## config.mk

```make
export PLATFORM = sky130hd
export DESIGN_NAME = fp16_fp32_converter_flat
export DESIGN_NICKNAME = d
export VERILOG_FILES = /design/src/rtl/fpc_pkg.sv /design/src/rtl/fpc_if.sv /design/src/rtl/fpc_decode.sv /design/src/rtl/fp16_fp32_converter.sv /design/src/flat_wrapper.sv
export SDC_FILE = /design/constraint.sdc
export NUM_CORES = 1
export LEC_CHECK = 0
export BUFFER_PORTS_ARGS = -buffer_cell sky130_fd_sc_hd__buf_2
export CELL_PAD_IN_SITES_DETAIL_PLACEMENT = 1
export CELL_PAD_IN_SITES_GLOBAL_PLACEMENT = 1
export CORE_MARGIN = 2
export CORE_UTILIZATION = 43
export DETAILED_ROUTE_END_ITERATION = 8
export HOLD_SLACK_MARGIN = 0.12
export PLACE_DENSITY_LB_ADDON = 0.1
export SYNTH_ARGS = -nofsm -noshare
export SYNTH_HDL_FRONTEND = slang
export SYNTH_SLANG_ARGS = --single-unit
export TNS_END_PERCENT = 5
```

## constraint.sdc

```tcl
create_clock -name clk_i -period 2.9 [get_ports clk_i]
set_input_delay 0.435 -clock clk_i [delete_from_list [all_inputs] [get_ports clk_i]]
set_output_delay 0.435 -clock clk_i [all_outputs]
set_load 0.02 [all_outputs]
```

## src/rtl/fpc_pkg.sv

```systemverilog
// ----------------------------------------------------------------------------
// fpc_pkg
// Shared types and constants of the half/single float format converter.
// ----------------------------------------------------------------------------
`default_nettype none

package fpc_pkg;

  localparam int unsigned OpWidth   = 32;
  localparam int unsigned HalfWidth = 16;
  localparam int unsigned IncWidth  = 11;
  localparam int unsigned ShWidth   = 4;

  localparam logic KindH2s = 1'b0;
  localparam logic KindS2h = 1'b1;

  localparam logic [4:0]  HalfExpMax  = 5'h1F;
  localparam logic [7:0]  SingExpMax  = 8'hFF;
  localparam logic [7:0]  SingOvfExp  = 8'd143;
  localparam logic [7:0]  SingSubExp  = 8'd112;
  localparam logic [7:0]  SingTinyExp = 8'd102;
  localparam logic [7:0]  SubShiftRef = 8'd126;
  localparam logic [7:0]  HalfRebias  = 8'd112;
  localparam logic [7:0]  HalfSubBase = 8'd113;
  localparam logic [23:0] RoundHalf   = 24'h001000;

  typedef enum logic [2:0] {
    ClsZero = 3'd0,
    ClsSub  = 3'd1,
    ClsNorm = 3'd2,
    ClsSpec = 3'd3,
    ClsOvf  = 3'd4
  } cls_e;

  typedef struct packed {
    logic                 kind;
    logic                 sign;
    cls_e                 cls;
    logic [ShWidth-1:0]   shift;
    logic [OpWidth-1:0]   operand;
  } dec_t;

  typedef struct packed {
    logic [OpWidth-1:0]   base;
    logic [IncWidth-1:0]  inc;
    logic                 rnd;
  } part_t;

endpackage

`default_nettype wire

```

## src/rtl/fpc_if.sv

```systemverilog
// ----------------------------------------------------------------------------
// fpc_in_if / fpc_out_if
// Valid/ready channels of the format converter: operand in, result out.
// ----------------------------------------------------------------------------
`default_nettype none

interface fpc_in_if;
  logic                           valid;
  logic                           ready;
  logic                           kind;
  logic [fpc_pkg::OpWidth-1:0]    operand;

  modport source (output valid, output kind, output operand, input ready);
  modport sink   (input valid, input kind, input operand, output ready);
endinterface

interface fpc_out_if;
  logic                           valid;
  logic                           ready;
  logic [fpc_pkg::OpWidth-1:0]    converted;

  modport source (output valid, output converted, input ready);
  modport sink   (input valid, input converted, output ready);
endinterface

`default_nettype wire

```

## src/rtl/fpc_decode.sv

```systemverilog
// ----------------------------------------------------------------------------
// fpc_decode
// Classifies the operand and finds the normalize shift of a half subnormal.
// ----------------------------------------------------------------------------
`default_nettype none

module fpc_decode (
  input  wire logic                          kind_i,
  input  wire logic [fpc_pkg::OpWidth-1:0]   operand_i,
  output fpc_pkg::dec_t                      dec_o
);

  logic [4:0]                      h_exp;
  logic [9:0]                      h_man;
  logic [7:0]                      s_exp;
  logic [fpc_pkg::ShWidth-1:0]     lz;
  fpc_pkg::cls_e                   cls;

  assign h_exp = operand_i[14:10];
  assign h_man = operand_i[9:0];
  assign s_exp = operand_i[30:23];

  // highest set bit wins
  always_comb begin
    lz = '0;
    for (int i = 0; i < 10; i++) begin
      if (h_man[i]) begin
        lz = fpc_pkg::ShWidth'(10 - i);
      end
    end
  end

  always_comb begin
    if (kind_i == fpc_pkg::KindH2s) begin
      if (h_exp == 5'd0) begin
        cls = (h_man == 10'd0) ? fpc_pkg::ClsZero : fpc_pkg::ClsSub;
      end else if (h_exp == fpc_pkg::HalfExpMax) begin
        cls = fpc_pkg::ClsSpec;
      end else begin
        cls = fpc_pkg::ClsNorm;
      end
    end else begin
      if (s_exp == fpc_pkg::SingExpMax) begin
        cls = fpc_pkg::ClsSpec;
      end else if (s_exp >= fpc_pkg::SingOvfExp) begin
        cls = fpc_pkg::ClsOvf;
      end else if (s_exp < fpc_pkg::SingTinyExp) begin
        cls = fpc_pkg::ClsZero;
      end else if (s_exp <= fpc_pkg::SingSubExp) begin
        cls = fpc_pkg::ClsSub;
      end else begin
        cls = fpc_pkg::ClsNorm;
      end
    end
  end

  assign dec_o.kind    = kind_i;
  assign dec_o.sign    = (kind_i == fpc_pkg::KindH2s) ? operand_i[15] : operand_i[31];
  assign dec_o.cls     = cls;
  assign dec_o.shift   = lz;
  assign dec_o.operand = operand_i;

endmodule

`default_nettype wire

```

## src/rtl/fp16_fp32_converter.sv

```systemverilog
// ----------------------------------------------------------------------------
// fp16_fp32_converter
// Converts one bit pattern per beat between IEEE binary16 and binary32.
// ----------------------------------------------------------------------------
// Usage:
//   in_i  carries kind (0 = half to single, 1 = single to half) and a 32-bit
//         operand; a half operand uses only bits 15..0.
//   out_o carries the 32-bit converted pattern; a half result sits in
//         bits 15..0 with the upper bits zero.
//   An accepted input beat passes three registered stages on its way to out_o.valid:
//   decode, shift/round, final add into the output register.
//   Throughput is one beat per cycle while out_o.ready stays high; every stage holds its own valid bit.
//   When out_o.ready is low, stages fill up behind the output register and
//   in_i.ready drops only once all three stages hold a beat; nothing is lost
//   or repeated.
//   Reset clears all valid bits; the block takes a beat in the first cycle
//   after reset is released.
// ----------------------------------------------------------------------------
`default_nettype none

module fp16_fp32_converter (
  input  wire logic   clk_i,
  input  wire logic   rst_ni,
  fpc_in_if.sink      in_i,
  fpc_out_if.source   out_o
);

  fpc_pkg::dec_t                  dec;
  fpc_pkg::dec_t                  s1_q;
  fpc_pkg::part_t                 s2_d, s2_q;
  logic [fpc_pkg::OpWidth-1:0]    s3_d, s3_q;
  logic                           v1_q, v2_q, v3_q;
  logic                           en1, en2, en3;

  assign en3 = !v3_q || out_o.ready;
  assign en2 = !v2_q || en3;
  assign en1 = !v1_q || en2;
  assign in_i.ready = en1;

  fpc_decode u_decode (
    .kind_i    (in_i.kind),
    .operand_i (in_i.operand),
    .dec_o     (dec)
  );

  // shift and round
  logic [4:0]   h_exp;
  logic [9:0]   h_man;
  logic [9:0]   h_norm;
  logic [7:0]   s_exp;
  logic [22:0]  s_man;
  logic [23:0]  s_full;
  logic [4:0]   sub_sh;
  logic [4:0]   rnd_idx;
  logic [23:0]  sub_val;
  logic [23:0]  norm_sum;

  assign h_exp    = s1_q.operand[14:10];
  assign h_man    = s1_q.operand[9:0];
  assign h_norm   = h_man << s1_q.shift;
  assign s_exp    = s1_q.operand[30:23];
  assign s_man    = s1_q.operand[22:0];
  assign s_full   = {1'b1, s_man};
  assign sub_sh   = 5'(fpc_pkg::SubShiftRef - s_exp);
  assign rnd_idx  = 5'(sub_sh - 5'd1);
  assign sub_val  = s_full >> sub_sh;
  assign norm_sum = {1'b0, s_man} + fpc_pkg::RoundHalf;

  always_comb begin
    s2_d = '{base: '0, inc: '0, rnd: 1'b0};
    if (s1_q.kind == fpc_pkg::KindH2s) begin
      case (s1_q.cls)
        fpc_pkg::ClsSub: begin
          s2_d.base = {s1_q.sign,
                       8'(fpc_pkg::HalfSubBase - {4'd0, s1_q.shift}),
                       h_norm, 13'd0};
        end
        fpc_pkg::ClsSpec: begin
          s2_d.base = {s1_q.sign, fpc_pkg::SingExpMax, h_man, 13'd0};
        end
        fpc_pkg::ClsNorm: begin
          s2_d.base = {s1_q.sign, 8'({3'd0, h_exp} + fpc_pkg::HalfRebias),
                       h_man, 13'd0};
        end
        default: begin
          s2_d.base = {s1_q.sign, 31'd0};
        end
      endcase
    end else begin
      case (s1_q.cls)
        fpc_pkg::ClsSpec: begin
          s2_d.base = {16'd0, s1_q.sign, fpc_pkg::HalfExpMax, (s_man != 23'd0), 9'd0};
        end
        fpc_pkg::ClsOvf: begin
          s2_d.base = {16'd0, s1_q.sign, fpc_pkg::HalfExpMax, 10'd0};
        end
        fpc_pkg::ClsSub: begin
          s2_d.base = {16'd0, s1_q.sign, 15'd0};
          s2_d.inc  = sub_val[10:0];
          s2_d.rnd  = s_full[rnd_idx];
        end
        fpc_pkg::ClsNorm: begin
          s2_d.base = {16'd0, s1_q.sign, 5'(s_exp - fpc_pkg::HalfRebias), 10'd0};
          s2_d.inc  = norm_sum[23:13];
        end
        default: begin
          s2_d.base = {16'd0, s1_q.sign, 15'd0};
        end
      endcase
    end
  end

  // a rounding carry runs into the exponent through the add
  assign s3_d = s2_q.base
              + {{(fpc_pkg::OpWidth - fpc_pkg::IncWidth){1'b0}}, s2_q.inc}
              + {{(fpc_pkg::OpWidth - 1){1'b0}}, s2_q.rnd};

  always_ff @(posedge clk_i or negedge rst_ni) begin
    if (!rst_ni) begin
      v1_q <= 1'b0;
      v2_q <= 1'b0;
      v3_q <= 1'b0;
    end else begin
      if (en1) v1_q <= in_i.valid;
      if (en2) v2_q <= v1_q;
      if (en3) v3_q <= v2_q;
    end
  end

  always_ff @(posedge clk_i) begin
    if (en1) s1_q <= dec;
    if (en2) s2_q <= s2_d;
    if (en3) s3_q <= s3_d;
  end

  assign out_o.valid     = v3_q;
  assign out_o.converted = s3_q;

endmodule

`default_nettype wire
```

## src/flat_wrapper.sv

```systemverilog
// flat-port wrapper written by rule: the top's interface ports become plain ports
module fp16_fp32_converter_flat 
  (clk_i, rst_ni, in_i_valid, in_i_kind, in_i_operand, in_i_ready, out_o_valid, out_o_converted, out_o_ready);
  fpc_in_if in_i_i ();
  fpc_out_if out_o_i ();
  input  wire logic clk_i;
  input  wire logic rst_ni;
  input wire logic [$bits(in_i_i.valid)-1:0] in_i_valid;
  input wire logic [$bits(in_i_i.kind)-1:0] in_i_kind;
  input wire logic [$bits(in_i_i.operand)-1:0] in_i_operand;
  output wire logic [$bits(in_i_i.ready)-1:0] in_i_ready;
  output wire logic [$bits(out_o_i.valid)-1:0] out_o_valid;
  output wire logic [$bits(out_o_i.converted)-1:0] out_o_converted;
  input wire logic [$bits(out_o_i.ready)-1:0] out_o_ready;
  assign in_i_i.valid = in_i_valid;
  assign in_i_i.kind = in_i_kind;
  assign in_i_i.operand = in_i_operand;
  assign in_i_ready = in_i_i.ready;
  assign out_o_valid = out_o_i.valid;
  assign out_o_converted = out_o_i.converted;
  assign out_o_i.ready = out_o_ready;
  fp16_fp32_converter u_core (.clk_i(clk_i), .rst_ni(rst_ni), .in_i(in_i_i), .out_o(out_o_i));
endmodule
```

* After elaboration in Yosys (flattened, before gate mapping)
Cells that the tools add are included.
** Operators by class
- Add/subtract/negate cells :: 8
- Multiply operators :: 0
- Div/mod/pow operators :: 0
- Order comparisons :: 4
- Eq/ne operators :: 6
- Shifts and indexed selects :: 2
- Multiplexer cells :: 24
- Bitwise logic cells :: 0
- Reductions and logical operators :: 12
** Operators with widths (number)
- $pmux W31 S3 :: 1
- $pmux W15 S3 :: 1
- $add A32 B1 Y32 :: 1
- $add A32 B11 Y32 :: 1
- $mux W32 :: 1
- $add A23 B13 Y24 const B :: 1
- $shr A24 B5 Y11 :: 1
- $reduce_bool A23 Y1 :: 1
- $pmux W11 S2 :: 1
- $mux W3 :: 7
- $mux W4 :: 3
- $logic_not A10 Y1 :: 1
- $mux W2 :: 5
- $shl A10 B4 Y10 :: 1
- $add A5 B7 Y8 const B :: 1
- $eq A8 B8 Y1 const B :: 1
- $ge A8 B8 Y1 const B :: 1
- $le A8 B7 Y1 const B :: 1
- $lt A8 B7 Y1 const B :: 1
- $sub A7 B4 Y8 const A :: 1
- $reduce_or A7 Y1 :: 1
- $eq A3 B2 Y1 const B :: 2
- $lt A5 B6 Y1 const B :: 1
- $bmux W1 S5 :: 1
- 12 further kinds :: 19
** Storage, ports and cells
- Register bits after elaboration :: 116
- Bits in latches :: 0
- Bits in writable memories :: 0
- Memory bits (read-only) :: 0
- Bits of input ports :: 37
- Output and inout bits :: 34
- Word-level logic and storage cells :: 70
- Memories :: 0

* Longest topological paths before layout
- Depth after elaboration :: 9
- Mapped depth :: 12
- Gate-level depth less buffers :: 9

* Modules after synthesis
A second synthesis with hierarchy kept.
** Second synthesis, totals
- Cell total of the unflattened synthesis :: 655
- Area total of the unflattened synthesis :: 6741.5 sq um
** By module, submodules not included
- fp16_fp32_converter :: times used 1, cells each 578, area an instance 6229.7 sq um
- fpc_decode :: times used 1, cells each 77, area an instance 511.7 sq um

* Worst setup path after synthesis
No wires, ideal clock.
- Path type :: flip-flop to flip-flop
- Start point :: reg u_core.s1_q[23] (netlist bit)
- End point :: reg u_core.s2_q[2] (netlist bit) (data pin)
- Arrival :: 2500 ps
- Required time :: 2643 ps
- Path slack :: 143 ps
- Cell stages (with the launch flop) :: 12
- Path through :: edfxtp_1 buf_2 inv_1 buf_4 buf_2 ha_1 buf_4 buf_6 mux4_2 nand2_1 nand3_1 a32o_1
** Between the ends
- Cells in the longest elaborated chain, start to end :: 3
** Ends and longest elaborated chain
- start, declared :: RTL line fp16_fp32_converter.sv:29 : fpc_pkg::dec_t s1_q;
- start signal, assigned :: RTL line fp16_fp32_converter.sv:131 : if (en1) s1_q <= dec;
- $sub A5 B5 Y5 :: RTL line fp16_fp32_converter.sv:64 : assign sub_sh = 5'(fpc_pkg::SubShiftRef - s_exp);
- $shr A24 B5 Y11 :: RTL line fp16_fp32_converter.sv:66 : assign sub_val = s_full >> sub_sh;
- $pmux W11 S2 :: RTL line fp16_fp32_converter.sv:90 : case (s1_q.cls)
- end signal, assigned :: RTL line fp16_fp32_converter.sv:132 : if (en2) s2_q <= s2_d;
- end, declared :: RTL line fp16_fp32_converter.sv:30 : fpc_pkg::part_t s2_d, s2_q;
Every way passes these cells.
A chain may end at the register's enable or synchronous reset.

* Final worst setup path
- Start point :: reg u_core.s1_q[24] (netlist bit)
- End point :: reg u_core.s2_q[0] (netlist bit) (data pin)
** Between the ends
- Cells in the longest elaborated chain, start to end :: 4
** Ends and longest elaborated chain
- $sub A5 B5 Y5 :: RTL line fp16_fp32_converter.sv:64
- $sub A5 B1 Y5 :: RTL line fp16_fp32_converter.sv:65 : assign rnd_idx = 5'(sub_sh - 5'd1);
- $bmux W1 S5 :: RTL line fp16_fp32_converter.sv:100 : s2_d.rnd = s_full[rnd_idx];
- $mux W1 (implied by the code) :: RTL line fp16_fp32_converter.sv:100
Every way passes these cells. The select of a mux whose other input is x is not followed.

==> results.txt <==
Vias per cell - 5.981
Fin crit share - 93.39%
TritonCTS clock tree - built
Static Leak - 2.966 nW
Critical Path AT - 2.86 ns
Io pins - 71
Max stage delay on crit path - 0.49 ns
CP Cell Sequence - ha_1 > xnor2_4 > inv_4 > ha_1 > mux2_2 > o21ai_0 > nand3_1 > a31oi_1
Most frequent cells in the layout - edfxtp_1 (103), nand2_1 (79), buf_2 (70), nor2_1 (33), xor2_1 (33)
Routability cong. - 0.9112
Crit Path Max Fanout - 11
Setup violators final - 0
Crit Path Class - flop to flop
Share of cells above drive strength 1 - 22.58%
Register bit count reported by yosys - 106
Detailed Route WL - 19030 um
DR vias - 5395
PwrDens - 592.2 nW/um^2
Avg Cell Area, Syn - 10.87 um^2
Sw frac - 33.60%
Rows - 45
Die X - 129.8 um
Place WS - 0.2400 ns
Sequential fraction of the synthesis area - 46.56%
Final Hold Vio Count - 0
Setup slack after layout - 0.1915 ns
Grt ovf - 0
Most frequent CP cell - ha_1
Hold_sp - in_i_operand[18]
Worst r2r src - u_core.s1_q[24]$_DFFE_PP_
Postcts setup bufs - 0
First-pass GRT wire length - 30120 um
Clock latency on the worst-skew pair - 0.36 ns
H-tree levels - 3
VDD IR max - 0.2825 mV
CTS clk-pin slew, worst paths - 0.08 ns
Ys Warns - 0
Critical-path cell with the highest stage delay - edfxtp_1
Int Pwr - 3.006 mW
Number of max-cap violations - 0
Status - complete, no violations
Post-synth top flop - edfxtp_1
Reg power frac - 47.1%
Antenna cell count - 0
Minimum clock period - 2.708 ns
Number of DRC markers in iteration 0 - 417
Slew HR - 43.48%
Worst hold path class - input port to flop
Area growth from synthesis to layout - 12.36%
# port buffers - 70
Initial antenna violation count - 0
Fmax - 369.2 MHz
# hold bufs at CTS - 1
Worst clock skew - 0.01671 ns
Post-synth net total - 673
Clk root buf - clkbuf_16
CP startpoint - u_core.s1_q[24]$_DFFE_PP_
Final net count - 733
Startpoint types - flop
Largest net degree at the start of global routing - 36
Setup TNS - 0 ns
Deepest clock path buffer count - 2
Sw Pwr - 1.521 mW
Most common cell after layout, fill and taps aside - edfxtp_1
Die Ht - 129.8 um
Initial Util - 44.43%
Setup crit end kind - flop
Comb power frac - 26.3%
Sinks on the clock net - 106
Core area - 15310 um^2
Vias in the first global route - 5468
Post-synth EDFFs - 103
CTS Buf Count - 9
Worst slew pin tran - 0.8401 ns
Async S/R FF share, synth - 2.830%
Clock power share - 26.6%
Drt drc - 0
Die ar. - 16850 um^2
Resized cells post-CTS - 0
Cells after Synth - 626
Post-route ant nets - 0
Avg WL per Cell - 21.09 um
HPWL Detailed - 14080 um
All-Layer GR Usage - 23.42%
Worst Path Required - 3.05 ns
Synthesized cell area - 6804 um^2
RSZ-0062 raised after global routing - no
Max Slew Vio Count - 0
Library cells used by synthesis - 68
DRT Pass-1 Iters - 5
cell usage after synthesis (7+ instances only):
cell type	instances	area, um^2
a21oi_1	24	120.1
a22oi_1	8	60.06
a31oi_1	8	50.05
and3_1	13	81.33
buf_2	10	50.05
clkbuf_1	19	71.32
edfxtp_1	103	3093
ha_1	10	125.1
inv_1	15	56.30
mux2_2	20	225.2
mux2i_1	21	210.2
mux4_2	16	360.4
nand2_1	79	296.5
nand2b_1	11	68.82
nand3_1	26	130.1
nand4_1	7	43.79
nor2_1	33	123.9
nor3_1	19	95.09
nor4_1	12	75.07
o211ai_1	8	60.06
o21ai_0	18	90.09
o22ai_1	7	43.79
xnor2_1	11	96.34
xor2_1	33	289.0
per-layer routing:
layer	up-vias	GRT usage (%)	share of wire, %
met2	209	37.79	47
met4	0	7.780	1.4
met5	-	0	0
met3	28	3.526	5.7
met1	2652	32.60	45
li1	2506	-	-
power groups by stage:
stage	clock [mW]	combinational, mW	sequential [mW]
floorplan	0	0.805	2.14
global placement	0	1.16	2.15
detailed placement	0	1.18	2.16
CTS	1.23	1.19	2.13
global route	1.29	1.29	2.15
finish	1.21	1.19	2.13
state kept, by name (all words and copies together) (netlist names):
| name | count |
|---|---|
| u_core.h_exp | 5 |
| u_core.h_man | 10 |
| u_core.out_o.converted | 32 |
| u_core.out_o.valid | 1 |
| u_core.s1_q | 22 |
| u_core.s2_q | 34 |
| u_core.v1_q | 1 |
| u_core.v2_q | 1 |
cell families (layout without fill, tap and decap cells):
family	after synthesis	count (layout)	synth area share, %
adder cells (fa/ha/maj)	10	10	1.839
flip-flops	106	106	46.56
XOR/XNOR	48	48	6.951
multiplexers	57	57	11.70
buffers and inverters	57	122	4.082
AO/OA/AOI/OAI	123	123	12.62
AND/OR/NAND/NOR	225	225	16.26
worst max-delay path: cells and delay by family (launching register included):
| kind | cells | cell delay [ns] |
|---|---|---|
| adder cells (fa/ha/maj) | 2 | 0.76 |
| flip-flops | 1 | 0.49 |
| AO/OA/AOI/OAI | 2 | 0.46 |
| multiplexers | 1 | 0.38 |
| XOR/XNOR | 1 | 0.21 |
| AND/OR/NAND/NOR | 1 | 0.11 |
| buffers and inverters | 1 | 0.10 |
final timing paths:
path | end | slack, ns | depth (start not counted)
worst max register to register | u_core.s2_q[0]$_SDFFCE_PN0P_ | 0.19 | 8
worst max-delay path | u_core.s2_q[0]$_SDFFCE_PN0P_ | 0.19 | 8
min in group asynchronous | u_core.out_o.valid$_DFFE_PN0P_ | 0.42 | 2
max in group asynchronous | u_core.v1_q$_DFFE_PN0P_ | 2.37 | 2
worst min register to register | u_core.v2_q$_DFFE_PN0P_ | 0.47 | 1
worst min-delay path | u_core.s1_q[18]$_DFFE_PP_ | 0.24 | 1
cell type report:
cell class	count	area (um^2)
clock buffer	9	225.2
clock inverter	7	63.81
fill	1693	7670
inverter	16	62.56
multi-input combinational	463	3358
sequential	106	3168
tap	211	264.0
timing repair buffer	90	503.0
through the flow:
| step | instances | hold slack [ns] | power [mW] | cell area [um^2] | util (%) |
|---|---|---|---|---|---|
| 2_1_floorplan | 626 | 0.1394 | 2.950 | 6804 | - |
| 3_3_place_gp | 885 | 0.2301 | 3.304 | 7346 | 47.97 |
| 3_5_place_dp | 885 | 0.2353 | 3.339 | 7346 | 47.97 |
| 4_1_cts | 902 | 0.2311 | 4.547 | 7645 | 49.92 |
| 5_1_grt | 902 | 0.2337 | 4.744 | 7645 | 49.92 |
| 6_report | 902 | 0.2424 | 4.528 | 7645 | 49.92 |
(Power assumes the default switching activity.)
